### config.mk
export PLATFORM = sky130hd
export DESIGN_NAME = swd_host_transaction_engine_core
export DESIGN_NICKNAME = d
export VERILOG_FILES = /design/src/design/swdhte_pkg.sv /design/src/design/swd_host_transaction_engine_core.sv /design/src/design/swdhte_fifo.sv /design/src/design/swdhte_front.sv /design/src/design/swdhte_engine.sv
export SDC_FILE = /design/constraint.sdc
export NUM_CORES = 1
export LEC_CHECK = 0
export CAP_MARGIN = 20
export CORE_MARGIN = 1
export CORE_UTILIZATION = 56
export CTS_CLUSTER_SIZE = 12
export DETAILED_ROUTE_END_ITERATION = 7
export DONT_BUFFER_PORTS = 1
export GPL_TIMING_DRIVEN = 1
export HOLD_SLACK_MARGIN = 0.12
export PLACE_DENSITY = 0.74
export SYNTH_ARGS = -nofsm -noshare
export SYNTH_HDL_FRONTEND = slang
export SYNTH_SLANG_ARGS = --single-unit
### constraint.sdc
create_clock -name clk -period 4.7 [get_ports clk]
set_clock_uncertainty 0.1 [all_clocks]
set_input_delay 0.235 -clock clk [delete_from_list [all_inputs] [get_ports clk]]
set_output_delay 0.235 -clock clk [all_outputs]
set_load 0.05 [all_outputs]
### src/design/swdhte_pkg.sv
// ----------------------------------------------------------------------------
// SWD host engine package
// Shared types, codes and defaults for the SWD host transaction engine.
// ----------------------------------------------------------------------------
package swdhte_pkg;

  localparam int RESET_BITS_DEFAULT = 64;
  localparam int IDLE_BITS_DEFAULT  = 8;

  localparam logic [31:0] UNLOCK_KEY = 32'h0000_E79E;

  localparam logic [2:0] ACK_OK    = 3'b001;
  localparam logic [2:0] ACK_WAIT  = 3'b010;
  localparam logic [2:0] ACK_FAULT = 3'b100;

  localparam logic [2:0] ST_OK     = 3'd0;
  localparam logic [2:0] ST_WAIT   = 3'd1;
  localparam logic [2:0] ST_FAULT  = 3'd2;
  localparam logic [2:0] ST_PARITY = 3'd3;
  localparam logic [2:0] ST_PROTO  = 3'd4;

  localparam logic [1:0] REQ_READ    = 2'd0;
  localparam logic [1:0] REQ_WRITE   = 2'd1;
  localparam logic [1:0] REQ_CONNECT = 2'd2;

  typedef logic [1:0] swdhte_kind_t;

  typedef struct packed {
    logic        start_req;
    logic [1:0]  req_type;
    logic        ap_ndp;
    logic [1:0]  addr;
    logic [31:0] wdata;
    logic        swdio_in;
  } swdhte_item_t;

  // Classified bit period handed from the front to the engine
  typedef struct packed {
    logic         start;
    swdhte_kind_t kind;
    logic         ap_ndp;
    logic [1:0]   addr;
    logic [31:0]  wdata;
    logic         din;
  } swdhte_cmd_t;

  typedef struct packed {
    logic        swdio_out;
    logic        swdio_oe;
    logic        busy_res;
    logic        done_res;
    logic [2:0]  ack;
    logic [2:0]  status;
    logic [31:0] rdata;
  } swdhte_result_t;

endpackage

### src/design/swd_host_transaction_engine_core.sv
// ----------------------------------------------------------------------------
// SWD host transaction engine
// One beat in is one SWCLK bit period; one beat out is that period's result.
// ----------------------------------------------------------------------------
//  channel   direction   handshake            payload
//  item      in          push / full          swdhte_item_t
//  result    out         pop / empty          swdhte_result_t
//
// The sequencer handles each beat combinationally and takes one beat per clock,
// sustained when the result side keeps popping.
// A beat is registered in the command queue and its result in the result
// queue on the way to the output, where the result can then be popped.
// Synchronous reset returns the sequencer to idle and empties both queues.
// A full result queue stalls the sequencer, which in turn fills the command
// queue and raises full.
// ----------------------------------------------------------------------------
module swd_host_transaction_engine_core
  import swdhte_pkg::*;
#(
  parameter int RESET_BITS = RESET_BITS_DEFAULT,
  parameter int IDLE_BITS  = IDLE_BITS_DEFAULT
) (
  input  logic           clk,
  input  logic           rst,
  input  logic           push,
  output logic           full,
  input  swdhte_item_t   item,
  output logic           empty,
  input  logic           pop,
  output swdhte_result_t result
);

  swdhte_cmd_t    cmd;
  swdhte_result_t res;
  logic           cmd_valid;
  logic           cmd_take;
  logic           res_valid;
  logic           res_full;

  swdhte_front u_front (
    .clk      (clk),
    .rst      (rst),
    .push     (push),
    .full     (full),
    .item     (item),
    .cmd_valid(cmd_valid),
    .cmd_take (cmd_take),
    .cmd      (cmd)
  );

  swdhte_engine #(
    .RESET_BITS(RESET_BITS),
    .IDLE_BITS (IDLE_BITS)
  ) u_engine (
    .clk      (clk),
    .rst      (rst),
    .cmd_valid(cmd_valid),
    .cmd      (cmd),
    .cmd_take (cmd_take),
    .res_room (!res_full),
    .res_valid(res_valid),
    .res      (res)
  );

  swdhte_fifo #(
    .WIDTH($bits(swdhte_result_t))
  ) u_res_q (
    .clk    (clk),
    .rst    (rst),
    .wr_en  (res_valid),
    .wr_data(res),
    .full   (res_full),
    .rd_en  (pop),
    .rd_data(result),
    .empty  (empty)
  );

endmodule

### src/design/swdhte_fifo.sv
// ----------------------------------------------------------------------------
// SWD host engine two-entry queue
// Small registered queue used between the front, the engine and the output.
// ----------------------------------------------------------------------------
module swdhte_fifo #(
  parameter int WIDTH = 8
) (
  input  logic             clk,
  input  logic             rst,
  input  logic             wr_en,
  input  logic [WIDTH-1:0] wr_data,
  output logic             full,
  input  logic             rd_en,
  output logic [WIDTH-1:0] rd_data,
  output logic             empty
);

  localparam int DEPTH = 2;

  logic [WIDTH-1:0] mem [DEPTH];
  logic [0:0]       wr_ptr;
  logic [0:0]       rd_ptr;
  logic [1:0]       count;
  logic             do_wr;
  logic             do_rd;

  assign full    = (count == 2'(DEPTH));
  assign empty   = (count == 2'd0);
  assign do_wr   = wr_en && !full;
  assign do_rd   = rd_en && !empty;
  assign rd_data = mem[rd_ptr];

  always_ff @(posedge clk) begin
    if (rst) begin
      wr_ptr <= '0;
      rd_ptr <= '0;
      count  <= '0;
    end else begin
      if (do_wr) wr_ptr <= wr_ptr + 1'b1;
      if (do_rd) rd_ptr <= rd_ptr + 1'b1;
      unique case ({do_wr, do_rd})
        2'b10:   count <= count + 2'd1;
        2'b01:   count <= count - 2'd1;
        default: count <= count;
      endcase
    end
  end

  always_ff @(posedge clk) begin
    if (do_wr) mem[wr_ptr] <= wr_data;
  end

endmodule

### src/design/swdhte_front.sv
// ----------------------------------------------------------------------------
// SWD host engine front end
// Accepts bit periods, decodes the request kind and queues them.
// ----------------------------------------------------------------------------
module swdhte_front
  import swdhte_pkg::*;
(
  input  logic         clk,
  input  logic         rst,
  input  logic         push,
  output logic         full,
  input  swdhte_item_t item,
  output logic         cmd_valid,
  input  logic         cmd_take,
  output swdhte_cmd_t  cmd
);

  swdhte_cmd_t  cmd_in;
  swdhte_kind_t kind;
  logic         q_empty;

  // Type code 3 runs as a read
  always_comb begin
    unique case (item.req_type)
      REQ_WRITE:   kind = REQ_WRITE;
      REQ_CONNECT: kind = REQ_CONNECT;
      default:     kind = REQ_READ;
    endcase
  end

  assign cmd_in.start  = item.start_req;
  assign cmd_in.kind   = kind;
  assign cmd_in.ap_ndp = item.ap_ndp;
  assign cmd_in.addr   = item.addr;
  assign cmd_in.wdata  = item.wdata;
  assign cmd_in.din    = item.swdio_in;

  swdhte_fifo #(
    .WIDTH($bits(swdhte_cmd_t))
  ) u_cmd_q (
    .clk    (clk),
    .rst    (rst),
    .wr_en  (push),
    .wr_data(cmd_in),
    .full   (full),
    .rd_en  (cmd_take),
    .rd_data(cmd),
    .empty  (q_empty)
  );

  assign cmd_valid = !q_empty;

endmodule

### src/design/swdhte_engine.sv
// ----------------------------------------------------------------------------
// SWD host engine sequencer
// Runs one bit period of the SWD transaction state machine per beat.
// ----------------------------------------------------------------------------
module swdhte_engine
  import swdhte_pkg::*;
#(
  parameter int RESET_BITS = RESET_BITS_DEFAULT,
  parameter int IDLE_BITS  = IDLE_BITS_DEFAULT
) (
  input  logic           clk,
  input  logic           rst,
  input  logic           cmd_valid,
  input  swdhte_cmd_t    cmd,
  output logic           cmd_take,
  input  logic           res_room,
  output logic           res_valid,
  output swdhte_result_t res
);

  localparam logic [3:0] PH_IDLE   = 4'd0;
  localparam logic [3:0] PH_CRST1  = 4'd1;
  localparam logic [3:0] PH_CKEY   = 4'd2;
  localparam logic [3:0] PH_CRST2  = 4'd3;
  localparam logic [3:0] PH_CIDLE  = 4'd4;
  localparam logic [3:0] PH_HDR    = 4'd5;
  localparam logic [3:0] PH_TRN    = 4'd6;
  localparam logic [3:0] PH_ACK    = 4'd7;
  localparam logic [3:0] PH_RDATA  = 4'd8;
  localparam logic [3:0] PH_RTRN   = 4'd9;
  localparam logic [3:0] PH_WTRN   = 4'd10;
  localparam logic [3:0] PH_WDATA  = 4'd11;
  localparam logic [3:0] PH_TAIL   = 4'd12;
  localparam logic [3:0] PH_SHORT  = 4'd13;
  localparam logic [3:0] PH_EAT    = 4'd14;

  localparam logic [6:0] RST_LIM  = 7'(RESET_BITS);
  localparam logic [6:0] IDLE_LIM = 7'(IDLE_BITS);
  localparam logic [6:0] WORD_LIM = 7'd32;
  localparam logic [6:0] DATA_LIM = 7'd33;
  localparam logic [6:0] HDR_LIM  = 7'd9;
  localparam logic [6:0] ACK_LIM  = 7'd3;

  logic [3:0]   phase,        phase_next;
  logic [6:0]   bit_count,    bit_count_next;
  logic [31:0]  shift_word,   shift_word_next;
  logic         parity_acc,   parity_acc_next;
  logic [2:0]   ack_reg,      ack_reg_next;
  swdhte_kind_t latched_type, latched_type_next;
  logic         latched_ap,   latched_ap_next;
  logic [1:0]   latched_addr, latched_addr_next;

  logic [6:0] bc_inc;
  logic       rnw;
  logic       finish;
  logic       step;

  assign step      = cmd_valid && res_room;
  assign cmd_take  = step;
  assign res_valid = step;

  always_comb begin
    phase_next        = phase;
    bit_count_next    = bit_count;
    shift_word_next   = shift_word;
    parity_acc_next   = parity_acc;
    ack_reg_next      = ack_reg;
    latched_type_next = latched_type;
    latched_ap_next   = latched_ap;
    latched_addr_next = latched_addr;
    finish            = 1'b0;
    res               = '0;
    res.swdio_out     = 1'b1;
    res.swdio_oe      = 1'b1;

    // The starting period is already the first bit of the transaction
    if (phase == PH_IDLE || phase > PH_EAT) begin
      phase_next = PH_IDLE;
      if (cmd.start) begin
        latched_type_next = cmd.kind;
        ack_reg_next      = '0;
        parity_acc_next   = 1'b0;
        bit_count_next    = '0;
        if (cmd.kind == REQ_CONNECT) begin
          latched_ap_next   = 1'b0;
          latched_addr_next = '0;
          shift_word_next   = UNLOCK_KEY;
          phase_next        = PH_CRST1;
        end else begin
          latched_ap_next   = cmd.ap_ndp;
          latched_addr_next = cmd.addr;
          shift_word_next   = cmd.wdata;
          phase_next        = PH_HDR;
        end
      end
    end

    bc_inc = bit_count_next + 7'd1;
    rnw    = (latched_type_next != REQ_WRITE);

    if (phase_next != PH_IDLE) begin
      res.busy_res = 1'b1;
      unique case (phase_next)
        PH_CRST1, PH_CRST2: begin
          res.swdio_out = 1'b1;
          if (bc_inc >= RST_LIM) begin
            bit_count_next = '0;
            phase_next     = (phase_next == PH_CRST1) ? PH_CKEY : PH_CIDLE;
          end else begin
            bit_count_next = bc_inc;
          end
        end
        PH_CKEY: begin
          res.swdio_out   = shift_word_next[0];
          shift_word_next = {1'b0, shift_word_next[31:1]};
          if (bc_inc >= WORD_LIM) begin
            bit_count_next = '0;
            phase_next     = PH_CRST2;
          end else begin
            bit_count_next = bc_inc;
          end
        end
        PH_CIDLE: begin
          res.swdio_out = 1'b0;
          if (bc_inc >= IDLE_LIM) begin
            bit_count_next = '0;
            phase_next     = PH_HDR;
          end else begin
            bit_count_next = bc_inc;
          end
        end
        PH_HDR: begin
          unique case (bit_count_next)
            7'd0:    res.swdio_out = 1'b0;
            7'd1:    res.swdio_out = 1'b1;
            7'd2:    res.swdio_out = latched_ap_next;
            7'd3:    res.swdio_out = rnw;
            7'd4:    res.swdio_out = latched_addr_next[0];
            7'd5:    res.swdio_out = latched_addr_next[1];
            7'd6:    res.swdio_out = latched_ap_next ^ rnw ^ latched_addr_next[0]
                                     ^ latched_addr_next[1];
            7'd7:    res.swdio_out = 1'b0;
            default: res.swdio_out = 1'b1;
          endcase
          if (bc_inc >= HDR_LIM) begin
            bit_count_next = '0;
            phase_next     = PH_TRN;
          end else begin
            bit_count_next = bc_inc;
          end
        end
        PH_TRN: begin
          res.swdio_oe   = 1'b0;
          res.swdio_out  = 1'b0;
          bit_count_next = '0;
          phase_next     = PH_ACK;
        end
        PH_ACK: begin
          res.swdio_oe  = 1'b0;
          res.swdio_out = 1'b0;
          if (bit_count_next < ACK_LIM) begin
            ack_reg_next[bit_count_next[1:0]] = ack_reg_next[bit_count_next[1:0]] | cmd.din;
          end
          if (bc_inc >= ACK_LIM) begin
            bit_count_next = '0;
            if (ack_reg_next == ACK_OK) begin
              if (latched_type_next == REQ_WRITE) begin
                phase_next = PH_WTRN;
              end else begin
                shift_word_next = '0;
                phase_next      = PH_RDATA;
              end
            end else if (ack_reg_next == ACK_WAIT || ack_reg_next == ACK_FAULT) begin
              phase_next = PH_SHORT;
            end else begin
              phase_next = PH_EAT;
            end
          end else begin
            bit_count_next = bc_inc;
          end
        end
        PH_RDATA: begin
          res.swdio_oe  = 1'b0;
          res.swdio_out = 1'b0;
          if (bit_count_next < WORD_LIM) begin
            shift_word_next = {cmd.din, shift_word_next[31:1]};
          end
          parity_acc_next = parity_acc_next ^ cmd.din;
          if (bc_inc >= DATA_LIM) begin
            bit_count_next = '0;
            phase_next     = PH_RTRN;
          end else begin
            bit_count_next = bc_inc;
          end
        end
        PH_RTRN: begin
          res.swdio_out = 1'b0;
          phase_next    = PH_TAIL;
        end
        PH_WTRN: begin
          res.swdio_oe    = 1'b0;
          res.swdio_out   = 1'b0;
          parity_acc_next = 1'b0;
          phase_next      = PH_WDATA;
        end
        PH_WDATA: begin
          if (bit_count_next < WORD_LIM) begin
            res.swdio_out   = shift_word_next[0];
            parity_acc_next = parity_acc_next ^ shift_word_next[0];
            shift_word_next = {1'b0, shift_word_next[31:1]};
          end else begin
            res.swdio_out   = parity_acc_next;
            parity_acc_next = 1'b0;
          end
          if (bc_inc >= DATA_LIM) begin
            bit_count_next = '0;
            phase_next     = PH_TAIL;
          end else begin
            bit_count_next = bc_inc;
          end
        end
        PH_TAIL: begin
          res.swdio_out = 1'b0;
          if (bc_inc >= IDLE_LIM) begin
            bit_count_next = '0;
            finish         = 1'b1;
          end else begin
            bit_count_next = bc_inc;
          end
        end
        PH_SHORT: begin
          res.swdio_oe  = 1'b0;
          res.swdio_out = 1'b0;
          finish        = 1'b1;
        end
        default: begin
          // Protocol error: discard the data phase
          res.swdio_oe  = 1'b0;
          res.swdio_out = 1'b0;
          if (bc_inc >= DATA_LIM) begin
            bit_count_next = '0;
            phase_next     = PH_TAIL;
          end else begin
            bit_count_next = bc_inc;
          end
        end
      endcase
    end

    if (finish) begin
      res.done_res = 1'b1;
      res.ack      = ack_reg_next;
      priority if (ack_reg_next == ACK_OK) begin
        res.status = parity_acc_next ? ST_PARITY : ST_OK;
      end else if (ack_reg_next == ACK_WAIT) begin
        res.status = ST_WAIT;
      end else if (ack_reg_next == ACK_FAULT) begin
        res.status = ST_FAULT;
      end else begin
        res.status = ST_PROTO;
      end
      if (ack_reg_next == ACK_OK && latched_type_next != REQ_WRITE) begin
        res.rdata = shift_word_next;
      end
      phase_next     = PH_IDLE;
      bit_count_next = '0;
    end
  end

  always_ff @(posedge clk) begin
    if (rst) begin
      phase        <= PH_IDLE;
      bit_count    <= '0;
      shift_word   <= '0;
      parity_acc   <= 1'b0;
      ack_reg      <= '0;
      latched_type <= REQ_READ;
      latched_ap   <= 1'b0;
      latched_addr <= '0;
    end else if (step) begin
      phase        <= phase_next;
      bit_count    <= bit_count_next;
      shift_word   <= shift_word_next;
      parity_acc   <= parity_acc_next;
      ack_reg      <= ack_reg_next;
      latched_type <= latched_type_next;
      latched_ap   <= latched_ap_next;
      latched_addr <= latched_addr_next;
    end
  end

endmodule
==> reports/qor.txt <==
Vias per cell = 6.470
Post-Place Cells = 1162
Max-Cap Viols = 0
Core area = 18710 um2
Largest net degree at the start of global routing = 57
PostCTS Resize Cnt = 0
Synthesized instance count = 980
Max Clk Rate = 241.7 MHz
Status = finished, final reports clean
Critical Path Fanout Max = 20
GRT Util Overall = 27.62%
Die area = 19700 um2
IO buf count = 0
Io pins = 87
Nets = 1049
# rows = 50
Share of cells above drive strength 1 = 12.77%
Metal2 WL = 11610 um
WL final = 27040 um
Routability congestion estimate = 1.015
H-tree levels = 1
Kind of critical path = reg -> reg
Worst Setup End Kind = flop
Mean Syn Cell Area = 10.94 um2
Worst skew pair latency = 510 ps
Die X = 140.4 um
Clock Path Buffers = 3
Clock period minus worst slack = 4137 ps
Initial antenna violation count = 1
Relative slew slack = 28.07%
Post-synth ARST share = 0%
CTS Root Cell = clkbuf_16
Die Y-Extent = 140.4 um
Worst EP required = 4840 ps
Max VDD drop = 0.0003502 V
Final cell count without fillers = 1253
Synth warnings = 0
Largest Register = u_res_q.mem
Critical Path Source Type = flop
Max Slew Vio Count = 0
Share of the synthesized area in the top cell type = 45.38%
Setup TNS = 0 ps
First-pass GRT wire length = 42070 um
Vias in the first global route = 7556
DR pass1 iterations = 6
RSZ-0062 raised after global routing = false
Post-synth EDFFs = 162
Fillcell total = 1458
Initial DRC Count = 1087
Mapped Area = 10720 um2
Period utilization = 88.02%
Wire per inst = 21.58 um
Endpoints failing hold = 0
Clk sinks = 224
Sequential area share after synthesis = 56.96%
Synth top area cells = edfxtp_1, dfxtp_1, mux2_2
Initial Util = 57.31%
Overflow after GRT = 0
Distinct cells, synth = 70
Top Metal Used = met4
Hpwl dp = 17260 um
Largest regs = u_res_q.mem x84, u_front.u_cmd_q.mem x78, u_engine.shift_word x32
CTS tree = built
# DRC = 0
DRT antenna net count = 0
Area delta synth->final = 13.35%
Max reg flops = 84
Main synth FF type = edfxtp_1
#FFs+latches synth = 224
Metal-1 WL = 12100 um
Clock transition at path regs = 60 ps
Slew @ Worst Pin = 1079 ps
Hold WC Path Type = in -> reg
Mapped Nets = 1029
Met3 routed WL = 2626 um
Num CTS Buffers = 24
Via count = 8107
Power per cell area = 690.4 nW/um2
Final Setup Violations = 0
Leak = 4.097 nW
Cell taking the most area after synthesis = edfxtp_1
Critical Path AT = 4280 ps
metal layers:
layer / vias up / track usage, %
met5: - / 0
met2: 458 / 39.87
li1: 3731 / -
met3: 61 / 6.188
met4: 0 / 8.560
met1: 3857 / 41.30
placed cells by master, fill, tap and decap left out, drive strengths merged, types with 9 or more instances in the layout:
cell	Yosys	final
clkbuf	57	40
a22oi	10	10
nor2	133	133
inv	18	18
edfxtp	162	162
a31oi	13	13
a211oi	19	19
a221oi	12	12
nor3	15	15
xnor2	14	14
mux2	56	56
mux2i	29	29
dfxtp	62	62
buf	17	24
o21ai	46	46
a311oi	11	11
o221ai	13	13
o22ai	13	13
dlygate4sd3	0	44
nor2b	9	9
a21oi	54	54
nand2	83	83
nand3	16	16
path summary, 6_finish.rpt:
| kind | depth (start not counted) | slack (ps) | from | end |
|---|---|---|---|---|
| max | 13 | 560 | u_engine.phase[3] | u_res_q.mem[0][14] |
| max reg2reg | 13 | 560 | u_engine.phase[3] | u_res_q.mem[0][14] |
| min reg2reg | 2 | 370 | u_engine.shift_word[2] | u_engine.shift_word[2] |
| min | 1 | 270 | item[1] | u_front.u_cmd_q.mem[0][1] |
cells by family (layout without fill, tap and decap cells):
logic type / Yosys count / count (layout) / synth area share, %
mux: 85 / 85 / 8.590
flops: 224 / 224 / 56.96
compound gates: 244 / 244 / 15.70
other cells: 0 / 1 / 0
xor+xnor: 21 / 21 / 1.716
fa+ha+maj: 6 / 6 / 0.7003
simple gates: 308 / 308 / 12.86
buf+inv: 92 / 130 / 3.478
power breakdown:
| group | internal [W] | leakage, nW | switching, W |
|---|---|---|---|
| sequential | 0.00268 | 2.03 | 0.000257 |
| combinational | 0.00105 | 1.70 | 0.00259 |
| clock | 0.00108 | 0.366 | 0.000735 |
repair_timing:
action                                 in CTS  in global routing
endpoints found under the hold margin     139                  0
hold buffers                               45                  0
buffers inserted                            0                  0
cell type report:
type	instances	area, um2	area share, %
Antenna cell	1	2.502	0.02059
Sequential cell	224	6108	50.27
Clock buffer	40	711.9	5.859
Timing Repair Buffer	68	645.6	5.313
Inverter	18	67.56	0.5560
Multi-Input combinational cell	664	4272	35.15
Tap cell	234	292.8	2.409
Clock inverter	4	51.30	0.4222
stage by stage:
stage | setup slack [ps] | hold WS [ps] | instance area (um2) | util, % | power (W)
2_1_floorplan | 27.09 | 233.9 | 10730 | - | 0.005714
3_3_place_gp | 702.3 | 210.9 | 10910 | 58.30 | 0.006437
3_5_place_dp | 620.7 | 214.2 | 10910 | 58.30 | 0.006468
4_1_cts | 616.8 | 259.3 | 12130 | 64.84 | 0.008328
5_1_grt | 216.1 | 258.6 | 12150 | 64.96 | 0.008771
6_report | 562.8 | 274.9 | 12150 | 64.96 | 0.008389
synthesized netlist by cell type (all sizes together) (4+ instances only):
cell,number
o211ai,4
or4,4
o221ai,13
a31oi,13
o21ai,46
nand3,16
mux2i,29
edfxtp,162
or3,7
nand2,83
dfxtp,62
a22oi,10
mux2,56
a221oi,12
a32oi,4
a222oi,4
inv,18
clkbuf,57
nor2b,9
nand4,8
nor2,133
ha,6
a211oi,19
a21oi,54
o31ai,5
xor2,7
nor4,4
o22ai,13
nor3b,5
a311oi,11
and3,5
xnor2,14
buf,17
nor3,15
and2,8
o22a,5
critical path, cell delays in order (launching register included):
cell	delay, ps
dfxtp_1	320
or4_1	580
a21o_1	260
nand2_1	150
inv_1	80
ha_1	210
nand3_1	140
o21ai_0	160
and2_1	220
a31oi_1	270
o21ai_1	170
o22a_1	560
a221oi_1	540
nor2_1	110
(Power assumes the default switching activity.)
